===== src/rtl/core/atmd_pkg.sv =====
package atmd_pkg;

  // Sample width and configuration register width.
  localparam int SAMPLE_W = 14;
  localparam int CFG_W    = 14;

  // APB port geometry.
  localparam int APB_DW = 32;
  localparam int APB_AW = 3;

  // Register index, taken from address bit 2.
  localparam logic REG_TAP_DELTA    = 1'b0;
  localparam logic REG_MOTION_RANGE = 1'b1;

  // Register reset values.
  localparam logic [CFG_W-1:0] TAP_DELTA_RESET    = CFG_W'(300);
  localparam logic [CFG_W-1:0] MOTION_RANGE_RESET = CFG_W'(50);

  // Per-axis control: update with a valid sample, first valid sample of the
  // batch, and clear at the end of the batch.
  typedef struct packed {
    logic upd;
    logic first;
    logic clr;
  } atmd_ctl_t;

endpackage


===== src/rtl/core/atmd_in_if.sv =====
interface atmd_in_if #(
  parameter int SAMPLE_WIDTH = atmd_pkg::SAMPLE_W
);
  logic                           valid;
  logic                           ready;
  logic signed [SAMPLE_WIDTH-1:0] accel_x;
  logic signed [SAMPLE_WIDTH-1:0] accel_y;
  logic signed [SAMPLE_WIDTH-1:0] accel_z;
  logic                           vibrating;
  logic                           batch_end;

  modport source (output valid, accel_x, accel_y, accel_z, vibrating, batch_end,
                  input ready);
  modport sink   (input valid, accel_x, accel_y, accel_z, vibrating, batch_end,
                  output ready);
endinterface


===== src/rtl/core/atmd_out_if.sv =====
interface atmd_out_if;
  logic valid;
  logic ready;
  logic motion_seen;
  logic tap_seen;

  modport source (output valid, motion_seen, tap_seen, input ready);
  modport sink   (input valid, motion_seen, tap_seen, output ready);
endinterface


===== src/rtl/core/atmd_cfg_regs.sv =====
module atmd_cfg_regs (
  input  logic                         clk,
  input  logic                         rst_n,
  input  logic                         cfg_psel,
  input  logic                         cfg_penable,
  input  logic                         cfg_pwrite,
  input  logic [atmd_pkg::APB_AW-1:0]  cfg_paddr,
  input  logic [atmd_pkg::APB_DW-1:0]  cfg_pwdata,
  output logic [atmd_pkg::APB_DW-1:0]  cfg_prdata,
  output logic                         cfg_pready,
  output logic [atmd_pkg::CFG_W-1:0]   tap_thr,
  output logic [atmd_pkg::CFG_W-1:0]   motion_thr
);
  import atmd_pkg::*;

  logic             wr_en;
  logic [CFG_W-1:0] tap_thr_r;
  logic [CFG_W-1:0] motion_thr_r;

  assign cfg_pready = 1'b1;
  assign wr_en      = cfg_psel && cfg_penable && cfg_pwrite;

  // Register writes complete in the access phase.
  always_ff @(posedge clk) begin
    if (!rst_n) begin
      tap_thr_r    <= TAP_DELTA_RESET;
      motion_thr_r <= MOTION_RANGE_RESET;
    end else if (wr_en) begin
      unique case (cfg_paddr[2])
        REG_TAP_DELTA:    tap_thr_r    <= cfg_pwdata[CFG_W-1:0];
        REG_MOTION_RANGE: motion_thr_r <= cfg_pwdata[CFG_W-1:0];
        default: ;
      endcase
    end
  end

  // Read mux.
  always_comb begin
    unique case (cfg_paddr[2])
      REG_TAP_DELTA:    cfg_prdata = APB_DW'(tap_thr_r);
      REG_MOTION_RANGE: cfg_prdata = APB_DW'(motion_thr_r);
      default:          cfg_prdata = '0;
    endcase
  end

  assign tap_thr    = tap_thr_r;
  assign motion_thr = motion_thr_r;

endmodule


===== src/rtl/core/atmd_axis.sv =====
module atmd_axis #(
  parameter int SAMPLE_WIDTH = atmd_pkg::SAMPLE_W
) (
  input  logic                           clk,
  input  atmd_pkg::atmd_ctl_t            ctl,
  input  logic                           have_valid,
  input  logic signed [SAMPLE_WIDTH-1:0] sample,
  input  logic [atmd_pkg::CFG_W-1:0]     tap_thr,
  input  logic [atmd_pkg::CFG_W-1:0]     motion_thr,
  output logic                           tap_hit,
  output logic                           motion_hit
);
  import atmd_pkg::*;

  localparam int EW = SAMPLE_WIDTH + 1;
  localparam int DW = (EW > CFG_W) ? EW : CFG_W;

  logic signed [SAMPLE_WIDTH-1:0] min_r, max_r, prev_r;
  logic signed [SAMPLE_WIDTH-1:0] min_nxt, max_nxt;
  logic signed [EW-1:0]           delta;
  logic        [EW-1:0]           mag;
  logic signed [EW-1:0]           range_s;

  // Absolute change against the previous valid sample, at full precision.
  assign delta   = EW'(sample) - EW'(prev_r);
  assign mag     = delta[EW-1] ? EW'(-delta) : EW'(delta);
  assign tap_hit = ctl.upd && have_valid && (DW'(mag) > DW'(tap_thr));

  // Running extremes including the current sample.
  always_comb begin
    min_nxt = min_r;
    max_nxt = max_r;
    if (ctl.upd) begin
      if (ctl.first || (sample < min_r)) min_nxt = sample;
      if (ctl.first || (sample > max_r)) max_nxt = sample;
    end
  end

  // Range is never negative; an empty batch leaves both extremes at zero.
  assign range_s    = EW'(max_nxt) - EW'(min_nxt);
  assign motion_hit = DW'(unsigned'(range_s)) > DW'(motion_thr);

  always_ff @(posedge clk) begin
    if (ctl.clr) begin
      min_r  <= '0;
      max_r  <= '0;
      prev_r <= '0;
    end else if (ctl.upd) begin
      min_r  <= min_nxt;
      max_r  <= max_nxt;
      prev_r <= sample;
    end
  end

endmodule


===== src/rtl/core/accel_tap_motion_detector.sv =====
// Tap and motion detector for a three-axis accelerometer stream. Each beat on
// in_ch carries one sample; samples flagged as vibrating are ignored. Over the
// valid samples of a batch the block keeps per-axis minimum, maximum and the
// last sample, latches a tap when any axis moves by more than the tap delta
// threshold between consecutive valid samples, and on the beat marked
// batch_end delivers one beat on out_ch with motion_seen (some axis range above
// the motion range threshold) and tap_seen. A new sample is taken every cycle
// unless in_ch stalls. A batch_end beat is caught in an input register and then
// moves into the result register, which raises out_ch.valid. in_ch stalls only
// when a batch_end sample sits in the input register while the previous result
// is still not taken. The user must write the thresholds through the APB port
// (tap delta at 0x0, motion range at 0x4) only while the block is idle; the
// block does not enforce this. Both reset to 300 and 50.
module accel_tap_motion_detector #(
  parameter int SAMPLE_WIDTH = atmd_pkg::SAMPLE_W
) (
  input  logic                         clk,
  input  logic                         rst_n,
  atmd_in_if.sink                      in_ch,
  atmd_out_if.source                   out_ch,
  input  logic                         cfg_psel,
  input  logic                         cfg_penable,
  input  logic                         cfg_pwrite,
  input  logic [atmd_pkg::APB_AW-1:0]  cfg_paddr,
  input  logic [atmd_pkg::APB_DW-1:0]  cfg_pwdata,
  output logic [atmd_pkg::APB_DW-1:0]  cfg_prdata,
  output logic                         cfg_pready
);
  import atmd_pkg::*;

  logic [CFG_W-1:0] tap_thr, motion_thr;

  // Input register.
  logic                           s1_valid_r;
  logic signed [SAMPLE_WIDTH-1:0] s1_smp_r [3];
  logic                           s1_vib_r;
  logic                           s1_end_r;
  logic                           s1_go;
  logic                           in_take;

  // Batch state and result register.
  logic      have_valid_r, tap_latched_r;
  logic      out_valid_r, motion_r, tap_r;
  atmd_ctl_t ctl;
  logic [2:0] tap_hit, motion_hit;
  logic      have_any;

  atmd_cfg_regs u_cfg (
    .clk        (clk),
    .rst_n      (rst_n),
    .cfg_psel   (cfg_psel),
    .cfg_penable(cfg_penable),
    .cfg_pwrite (cfg_pwrite),
    .cfg_paddr  (cfg_paddr),
    .cfg_pwdata (cfg_pwdata),
    .cfg_prdata (cfg_prdata),
    .cfg_pready (cfg_pready),
    .tap_thr    (tap_thr),
    .motion_thr (motion_thr)
  );

  // The held beat moves on unless it closes a batch and the result is busy.
  assign s1_go       = s1_valid_r && (!s1_end_r || !out_valid_r || out_ch.ready);
  assign in_ch.ready = !s1_valid_r || s1_go;
  assign in_take     = in_ch.valid && in_ch.ready;

  always_ff @(posedge clk) begin
    if (!rst_n) begin
      s1_valid_r <= 1'b0;
    end else if (in_ch.ready) begin
      s1_valid_r <= in_ch.valid;
    end
  end

  always_ff @(posedge clk) begin
    if (in_take) begin
      s1_smp_r[0] <= in_ch.accel_x;
      s1_smp_r[1] <= in_ch.accel_y;
      s1_smp_r[2] <= in_ch.accel_z;
      s1_vib_r    <= in_ch.vibrating;
      s1_end_r    <= in_ch.batch_end;
    end
  end

  // Per-axis control derived from the held beat.
  assign ctl.upd   = s1_go && !s1_vib_r;
  assign ctl.first = !have_valid_r;
  assign ctl.clr   = !rst_n || (s1_go && s1_end_r);

  for (genvar a = 0; a < 3; a++) begin : g_axis
    atmd_axis #(.SAMPLE_WIDTH(SAMPLE_WIDTH)) u_axis (
      .clk       (clk),
      .ctl       (ctl),
      .have_valid(have_valid_r),
      .sample    (s1_smp_r[a]),
      .tap_thr   (tap_thr),
      .motion_thr(motion_thr),
      .tap_hit   (tap_hit[a]),
      .motion_hit(motion_hit[a])
    );
  end

  assign have_any = have_valid_r || ctl.upd;

  // Batch flags.
  always_ff @(posedge clk) begin
    if (ctl.clr) begin
      have_valid_r  <= 1'b0;
      tap_latched_r <= 1'b0;
    end else if (ctl.upd) begin
      have_valid_r  <= 1'b1;
      tap_latched_r <= tap_latched_r || (|tap_hit);
    end
  end

  // Result register.
  always_ff @(posedge clk) begin
    if (!rst_n) begin
      out_valid_r <= 1'b0;
    end else if (s1_go && s1_end_r) begin
      out_valid_r <= 1'b1;
    end else if (out_ch.ready) begin
      out_valid_r <= 1'b0;
    end
  end

  always_ff @(posedge clk) begin
    if (s1_go && s1_end_r) begin
      motion_r <= have_any && (|motion_hit);
      tap_r    <= have_any && (tap_latched_r || (|tap_hit));
    end
  end

  assign out_ch.valid       = out_valid_r;
  assign out_ch.motion_seen = motion_r;
  assign out_ch.tap_seen    = tap_r;

endmodule


===== src/flat_wrapper.sv =====
// flat-port wrapper written by rule: the top's interface ports become plain ports
module accel_tap_motion_detector_flat import atmd_pkg::*;
#(
  parameter int SAMPLE_WIDTH = atmd_pkg::SAMPLE_W
)
  (clk, rst_n, cfg_psel, cfg_penable, cfg_pwrite, cfg_paddr, cfg_pwdata, cfg_prdata, cfg_pready, in_ch_valid, in_ch_accel_x, in_ch_accel_y, in_ch_accel_z, in_ch_vibrating, in_ch_batch_end, in_ch_ready, out_ch_valid, out_ch_motion_seen, out_ch_tap_seen, out_ch_ready);
  atmd_in_if #(.SAMPLE_WIDTH(SAMPLE_WIDTH)) in_ch_i ();
  atmd_out_if out_ch_i ();
  input  logic clk;
  input  logic rst_n;
  input  logic cfg_psel;
  input  logic cfg_penable;
  input  logic cfg_pwrite;
  input  logic [atmd_pkg::APB_AW-1:0] cfg_paddr;
  input  logic [atmd_pkg::APB_DW-1:0] cfg_pwdata;
  output logic [atmd_pkg::APB_DW-1:0] cfg_prdata;
  output logic cfg_pready;
  input wire logic [$bits(in_ch_i.valid)-1:0] in_ch_valid;
  input wire logic [$bits(in_ch_i.accel_x)-1:0] in_ch_accel_x;
  input wire logic [$bits(in_ch_i.accel_y)-1:0] in_ch_accel_y;
  input wire logic [$bits(in_ch_i.accel_z)-1:0] in_ch_accel_z;
  input wire logic [$bits(in_ch_i.vibrating)-1:0] in_ch_vibrating;
  input wire logic [$bits(in_ch_i.batch_end)-1:0] in_ch_batch_end;
  output wire logic [$bits(in_ch_i.ready)-1:0] in_ch_ready;
  output wire logic [$bits(out_ch_i.valid)-1:0] out_ch_valid;
  output wire logic [$bits(out_ch_i.motion_seen)-1:0] out_ch_motion_seen;
  output wire logic [$bits(out_ch_i.tap_seen)-1:0] out_ch_tap_seen;
  input wire logic [$bits(out_ch_i.ready)-1:0] out_ch_ready;
  assign in_ch_i.valid = in_ch_valid;
  assign in_ch_i.accel_x = in_ch_accel_x;
  assign in_ch_i.accel_y = in_ch_accel_y;
  assign in_ch_i.accel_z = in_ch_accel_z;
  assign in_ch_i.vibrating = in_ch_vibrating;
  assign in_ch_i.batch_end = in_ch_batch_end;
  assign in_ch_ready = in_ch_i.ready;
  assign out_ch_valid = out_ch_i.valid;
  assign out_ch_motion_seen = out_ch_i.motion_seen;
  assign out_ch_tap_seen = out_ch_i.tap_seen;
  assign out_ch_i.ready = out_ch_ready;
  accel_tap_motion_detector #(.SAMPLE_WIDTH(SAMPLE_WIDTH)) u_core (.clk(clk), .rst_n(rst_n), .in_ch(in_ch_i), .out_ch(out_ch_i), .cfg_psel(cfg_psel), .cfg_penable(cfg_penable), .cfg_pwrite(cfg_pwrite), .cfg_paddr(cfg_paddr), .cfg_pwdata(cfg_pwdata), .cfg_prdata(cfg_prdata), .cfg_pready(cfg_pready));
endmodule

===== config.mk =====
export PLATFORM = sky130hd
export DESIGN_NAME = accel_tap_motion_detector_flat
export DESIGN_NICKNAME = d
export VERILOG_FILES = /design/src/rtl/core/atmd_pkg.sv /design/src/rtl/core/atmd_in_if.sv /design/src/rtl/core/atmd_out_if.sv /design/src/rtl/core/atmd_cfg_regs.sv /design/src/rtl/core/atmd_axis.sv /design/src/rtl/core/accel_tap_motion_detector.sv /design/src/flat_wrapper.sv
export SDC_FILE = /design/constraint.sdc
export NUM_CORES = 1
export LEC_CHECK = 0
export CAP_MARGIN = 15
export CORE_MARGIN = 2
export CORE_UTILIZATION = 50
export CTS_BUF_LIST = sky130_fd_sc_hd__clkbuf_8 sky130_fd_sc_hd__clkbuf_16
export CTS_CLUSTER_SIZE = 20
export DETAILED_ROUTE_END_ITERATION = 8
export DONT_BUFFER_PORTS = 1
export PLACE_DENSITY = 0.68
export SLEW_MARGIN = 10
export SYNTH_ARGS = -nofsm -noshare
export SYNTH_HDL_FRONTEND = slang
export SYNTH_SLANG_ARGS = --single-unit

===== constraint.sdc =====
create_clock -name clk -period 10.4 [get_ports clk]
set_input_delay 2.08 -clock clk [delete_from_list [all_inputs] [get_ports clk]]
set_output_delay 2.08 -clock clk [all_outputs]
set_load 0.1 [all_outputs]

---- After elaboration in Yosys (flattened, before gate mapping) ----
Memory sizes are Yosys's and may differ from the RTL's.
Index checks and enable logic that the tools add are counted.
word-level totals
  bits in writable memories ............... 42
  bits in registers ....................... 162
  logic and storage cells ................. 97
  bits of input ports ..................... 86
  memories ................................ 1
operators by class
  muxes and demuxes ....................... 20
  $lt $le $gt $ge ......................... 12
  reductions and logical operators ........ 35
  bitwise operators ....................... 1
  add/sub/neg operators ................... 9
memory list
  memory           words  width  rd ports  clocked after Yosys merged registers in  wr ports  RTL line                         RTL
  u_core.s1_smp_r  3      14     3         0                                        3         accel_tap_motion_detector.sv:35  logic signed [SAMPLE_WIDTH-1:0] s1_smp_r [3];
operator list
  operator                                                    number
  14-bit two-way mux                                          12
  15-bit by 14-bit greater-than comparator with 1-bit output  6
  14-bit by 14-bit subtractor with 15-bit output              6
  32-bit one-hot mux with 2 select lines                      1
  15-bit two-way mux                                          3
  15-bit negation                                             3
  14-bit greater-than comparator                              3
  14-bit < comparator                                         3
  1-bit logical AND                                           12
  1-bit logical OR                                            12
  1-bit zero test                                             6
  3-bit OR reduction                                          2
  1-bit two-way mux                                           4
  2-bit AND reduction                                         2
  2-bit nonzero test                                          1
  1-bit NOT                                                   1

---- Logic depth before layout (Yosys ltp) ----
  word-level depth ........................ 10
  mapped depth ............................ 38
  mapped depth without buffers ............ 37

---- By module ----
Synthesis repeated with hierarchy kept, for this count alone.
unflattened totals
  cells, all modules ...................... 2,050
  area total of the unflattened synthesis .. 17,150.2 µm²
modules (own cells, without submodules)
  module                                area an instance (µm²)  cells each  instances
  atmd_axis at u_core.g_axis[1].u_axis  4,765.8                 623         1
  atmd_axis at u_core.g_axis[2].u_axis  4,705.8                 627         1
  atmd_axis at u_core.g_axis[0].u_axis  4,616.9                 577         1
  accel_tap_motion_detector             1,602.8                 72          1
  atmd_cfg_regs                         1,458.9                 151         1

---- Worst setup path after synthesis ----
No wires, ideal clock.
  path type ............................... input-to-reg
  start ................................... in out_ch_ready
  end ..................................... reg u_core.motion_r (netlist: u_core.out_ch.motion_seen) (data pin)
  slack ................................... 1,991 ps
  data required time ...................... 10,135 ps
  data arrival time ....................... 8,144 ps
  stages .................................. 33
  cells stage by stage .................... nor2b_1 nand2_1 and3b_1 clkbuf_1 clkbuf_1 clkbuf_1 nand3_1 o21ai_1 clkbuf_1 mux2i_1 inv_1 ha_1 nor2b_1 o21ai_0 a21boi_0 o21ai_0 a21boi_0 o21ai_0 a21boi_0 o21ai_0 a21boi_0 o21ai_0 a21boi_0 nor4_1 a311o_1 ha_1 nand3_1 nor4_1 a21oi_1 a2bb2oi_1 o211ai_1 a2bb2oi_1 or3_1
between the ends
  word-level cells in the longest chain between the ends .. 8
RTL lines
  item                                                        RTL line                          RTL
  from (decl)                                                 flat_wrapper.sv:28                input wire logic [$bits(out_ch_i.ready)-1:0] out_ch_ready;
  1-bit logical OR                                            accel_tap_motion_detector.sv:63   assign s1_go = s1_valid_r && (!s1_end_r || !out_valid_r || out_ch.ready);
  1-bit logical AND                                           accel_tap_motion_detector.sv:63
  1-bit logical AND                                           accel_tap_motion_detector.sv:86   assign ctl.upd = s1_go && !s1_vib_r;
  14-bit two-way mux                                          atmd_axis.sv:33                   if (ctl.upd) begin
  via u_core.g_axis[0].u_axis.max_nxt[1]                      atmd_axis.sv:19                   logic signed [SAMPLE_WIDTH-1:0] min_nxt, max_nxt;
  14-bit by 14-bit subtractor with 15-bit output              atmd_axis.sv:40                   assign range_s = EW'(max_nxt) - EW'(min_nxt);
  15-bit by 14-bit greater-than comparator with 1-bit output  atmd_axis.sv:41                   assign motion_hit = DW'(unsigned'(range_s)) > DW'(motion_thr);
  3-bit OR reduction                                          accel_tap_motion_detector.sv:129  motion_r <= have_any && (|motion_hit);
  1-bit logical AND                                           accel_tap_motion_detector.sv:129
  to (signal assigned)                                        accel_tap_motion_detector.sv:129
  to (decl)                                                   accel_tap_motion_detector.sv:43   logic out_valid_r, motion_r, tap_r;
The timed path passes the listed nets, and every way through them passes these cells.
A chain may end at the register's enable or synchronous reset.

---- Worst setup path in the final report ----
Ends and elaborated chain as after synthesis.

==> results.txt <==
----------------------------------------------------
[STA]
  Fin. max-slew vios ... 0
  Crit share post-route ... 83.9%
  Final hold violations ... 0
  Setup violators final ... 0
  Accumulated negative setup slack ... 0 ns
  Final setup skew ... around 0.026 ns
  Setup repair after global routing missed its margin ... no
  Worst-Margin Slew ... 1.14 ns
  Worst relative slew slack ... approximately a quarter
  Final critical path time including I/O delays and setup ... about 8.7 ns
  Fmax ... ~0.11 GHz

[CTS]
  Clock root buffer master ... clkbuf_16
  Hold buffer count at CTS ... 0
  CTS tree ... built
  TritonCTS buffer count ... 26
  Clock latency of the later-clocked register in the worst-skew pair ... approximately 0.55 ns
  Resized cells post-CTS ... 0
  Number of buffers inserted to repair setup after CTS ... 0
  Clock Sink Count ... approximately 200
  Clock transition at the registers of the reported paths ... 0.06 ns
  # H-tree levels ... 1
  Largest buffer count on any clock path ... 3

[Routing]
  Average vias per placed instance ... between 5 and 6
  Wire per inst ... around 17 um
  DRT Pass-1 Iters ... 5
  Antenna-violating nets left ... 0
  Detailed-route wire length ... roughly 42000 um
  Number of vias after detailed routing ... around 14k
  Post-route DRC ... 0
  Initial DRC count ... 810

[Synth]
  Library cells used by synthesis ... between 80 and 90
  Top post-synthesis cells by area ... dfxtp_1, ha_1, edfxtp_1
  Synthesized-area fraction occupied by and/or/nand/nor cells ... ~17%
  Primary FF master, synth ... dfxtp_1
  Number of synthesized flops with an enable pin ... 46
  Flop and latch count out of synthesis ... 204
  Share of the synthesized area in compound gates (AO/OA/AOI/OAI) ... 19.9%
  Fraction of synthesized area in multiplexers ... under 10%
  Post-Synth XOR/XNOR Area ... 4.97%
  Cells after Synth ... 1994
  Share of Yosys cell area claimed by the top area cell type ... 19.3%
  Async set or reset register ratio after synthesis ... 0%
  Adder-cell share of the synthesized area ... roughly a fifth
  Mapped Area ... approximately 16000 um^2
  Largest family of logic cells by synthesized area ... compound AO/OA/AOI/OAI gates
  Post-synthesis sequential area ratio ... 27.8%
  Area leader, netlist ... dfxtp_1
  Syn. warnings ... 0
  Mean post-synth cell area ... ~8.2 um^2

[Final layout]
  Most frequent standard cell in the layout excluding fill and tap cells ... ha_1
  Final Net Count ... 2316
  Highest-count cells in the layout ignoring fill and taps ... ha_1, nand2_1, inv_1
  Layout cells sized above 1 ... under 10%
  Number of diodes added for antenna fixing ... 0
  Post-route core utilization ... 54.6%
  Synth-to-layout area growth ... 8.06%

[GRT]
  Number of global-route vias before repair ... around 13k
  Initial antenna violation count ... 0
  Maximum number of pins on one net before global-route repair ... 85
  Global-route wire length before repair ... approximately 67000 um
  Total Routing Usage GR ... between 20% and 30%
  Grt ovf ... 0

[Worst setup path]
  Critical path type ... in2reg
  CP Capture Type ... flip-flop
  Worst reg2reg startpoint ... u_core.out_ch.valid
  Required time of the critical path ... approximately 11 ns
  CP max FO ... 14
  Worst reg2reg path endpoint ... u_core.out_ch.motion_seen
  Crit path arrival time ... about 9 ns
  Worst Reg2Reg Path Length in Cells ... 31
  CP startpoint kind ... primary input
  Register-to-register path setup slack ... approximately 2.1 ns
  Slowest-stage cell, CP ... nand3b_1
  Timing endpoint of the critical path ... u_core.out_ch.motion_seen
  Source of the critical timing path ... out_ch_ready
  Delay of the slowest critical-path stage ... 0.53 ns

[Floorplanning]
  Vertical extent of the die ... approximately 180 um
  Initial Util ... between 50% and 60%
  Io pins ... roughly 120
  Core Box Area ... 32400 um^2
  DIE WIDTH ... ~180 um
  Die area ... roughly 34000 um^2
  Row Count ... 66

[Power and ir drop]
  Leakage Power ... about 7.1 nW
  VDD IR max ... 0.000151 V
  Cell area power density ... 149 nW/um^2

[Hold path]
  Hold/Removal Path Class ... reg2reg

[Placement]
  Detailed Place HPWL ... 32300 um
  Count of buffers inserted at the top-level ports ... 0
  Routability congestion estimate from global placement ... 0.901

[Status]
  Outcome ... finished clean

[Run]
  Number of maximum-capacitance violations ... 0

----------------------------------------------------
## cells in the mapped netlist (22+ instances only)
cell type,instances
ha_1,246
nand2_1,228
inv_1,213
dfxtp_1,158
a21oi_1,154
nor2_1,146
o21ai_0,97
xnor2_1,68
nor2b_1,62
clkbuf_1,48
edfxtp_1,46
a21boi_0,33
a21o_1,32
o21a_1,32
nand2b_1,29
mux2_2,25
nand4_1,25
mux2i_1,24
nand3_1,23
xor2_1,23
nor3_1,22
## power by group
group	total, W	switching (W)	internal, W
Clock	0.000911	0.000365	0.000546
Sequential	0.000882	0.0000389	0.000843
Combinational	0.000850	0.000495	0.000355
Total	0.00264	0.000899	0.00174
## registers in the layout, indices dropped and copies added (netlist names), 14 cells and up
signal and count:
u_core.g_axis.u_axis.max_r 42, u_core.g_axis.u_axis.min_r 42, u_core.g_axis.u_axis.prev_r 42, u_core.s1_smp_r 42, u_core.u_cfg.motion_thr 14, u_core.u_cfg.tap_thr 14
## cells by family after synthesis
logic type               Yosys count
AND/OR/NAND/NOR                  601
multiplexers                      49
buffers and inverters            288
flip-flops                       204
other                              2
adder cells (fa/ha/maj)          255
AO/OA/AOI/OAI                    503
XOR/XNOR                          92
## final cells by class
class / instances / area (um^2)
fillers: 2997 / 14700
multi-input cells: 1519 / 10800
flip-flops and latches: 204 / 4540
inverters: 213 / 800
clock buffers: 32 / 767
well taps: 442 / 553
clock inverters: 16 / 109
repair buffers: 14 / 105
## critical path, delay by kind of cell
family	cells	cell delay, ns
mux	1	0.30
simple gates	9	2.40
compound gates	17	3.32
fa+ha+maj	2	0.58
buf+inv	2	0.29
## worst min path at each step
stage	to	slack, ns	cells after the start	startpoint
final	u_core.g_axis[1].u_axis.prev_r[9]	0.45	2	u_core.g_axis[1].u_axis.prev_r[9]
after global routing	u_core.g_axis[2].u_axis.prev_r[6]	0.47	2	u_core.g_axis[2].u_axis.prev_r[6]
after CTS	u_core.g_axis[1].u_axis.prev_r[11]	0.45	2	u_core.g_axis[1].u_axis.prev_r[11]
after detailed placement	u_core.g_axis[1].u_axis.prev_r[11]	0.45	2	u_core.g_axis[1].u_axis.prev_r[11]
after global placement	u_core.g_axis[2].u_axis.prev_r[4]	0.44	2	u_core.g_axis[2].u_axis.prev_r[4]
after floorplan	u_core.g_axis[0].u_axis.prev_r[10]	0.44	2	u_core.g_axis[0].u_axis.prev_r[10]
## per-layer routing
metal | part of all wire, % | vias up | global-route usage [%]
met5 | 0 | - | 0
met4 | 3.1 | 0 | 7.65
met3 | 5.2 | 74 | 3.91
met2 | 44 | 307 | 40.6
met1 | 47 | 6467 | 33.3
li1 | - | 6926 | -
## through the flow
stage,instance area (um^2),total power (W),std cells,hold slack [ns],setup WS (ns)
6_report,17700,0.00264,2440,0.452,1.68
5_1_grt,17700,0.00281,2440,0.467,1.06
4_1_cts,17700,0.00266,2439,0.455,1.76
3_5_place_dp,16800,0.00174,2391,0.446,1.23
3_3_place_gp,16800,0.00171,2391,0.441,1.42
2_1_floorplan,16400,0.00157,2011,0.436,1.99
No activity file was read; power rests on OpenSTA's default activity.
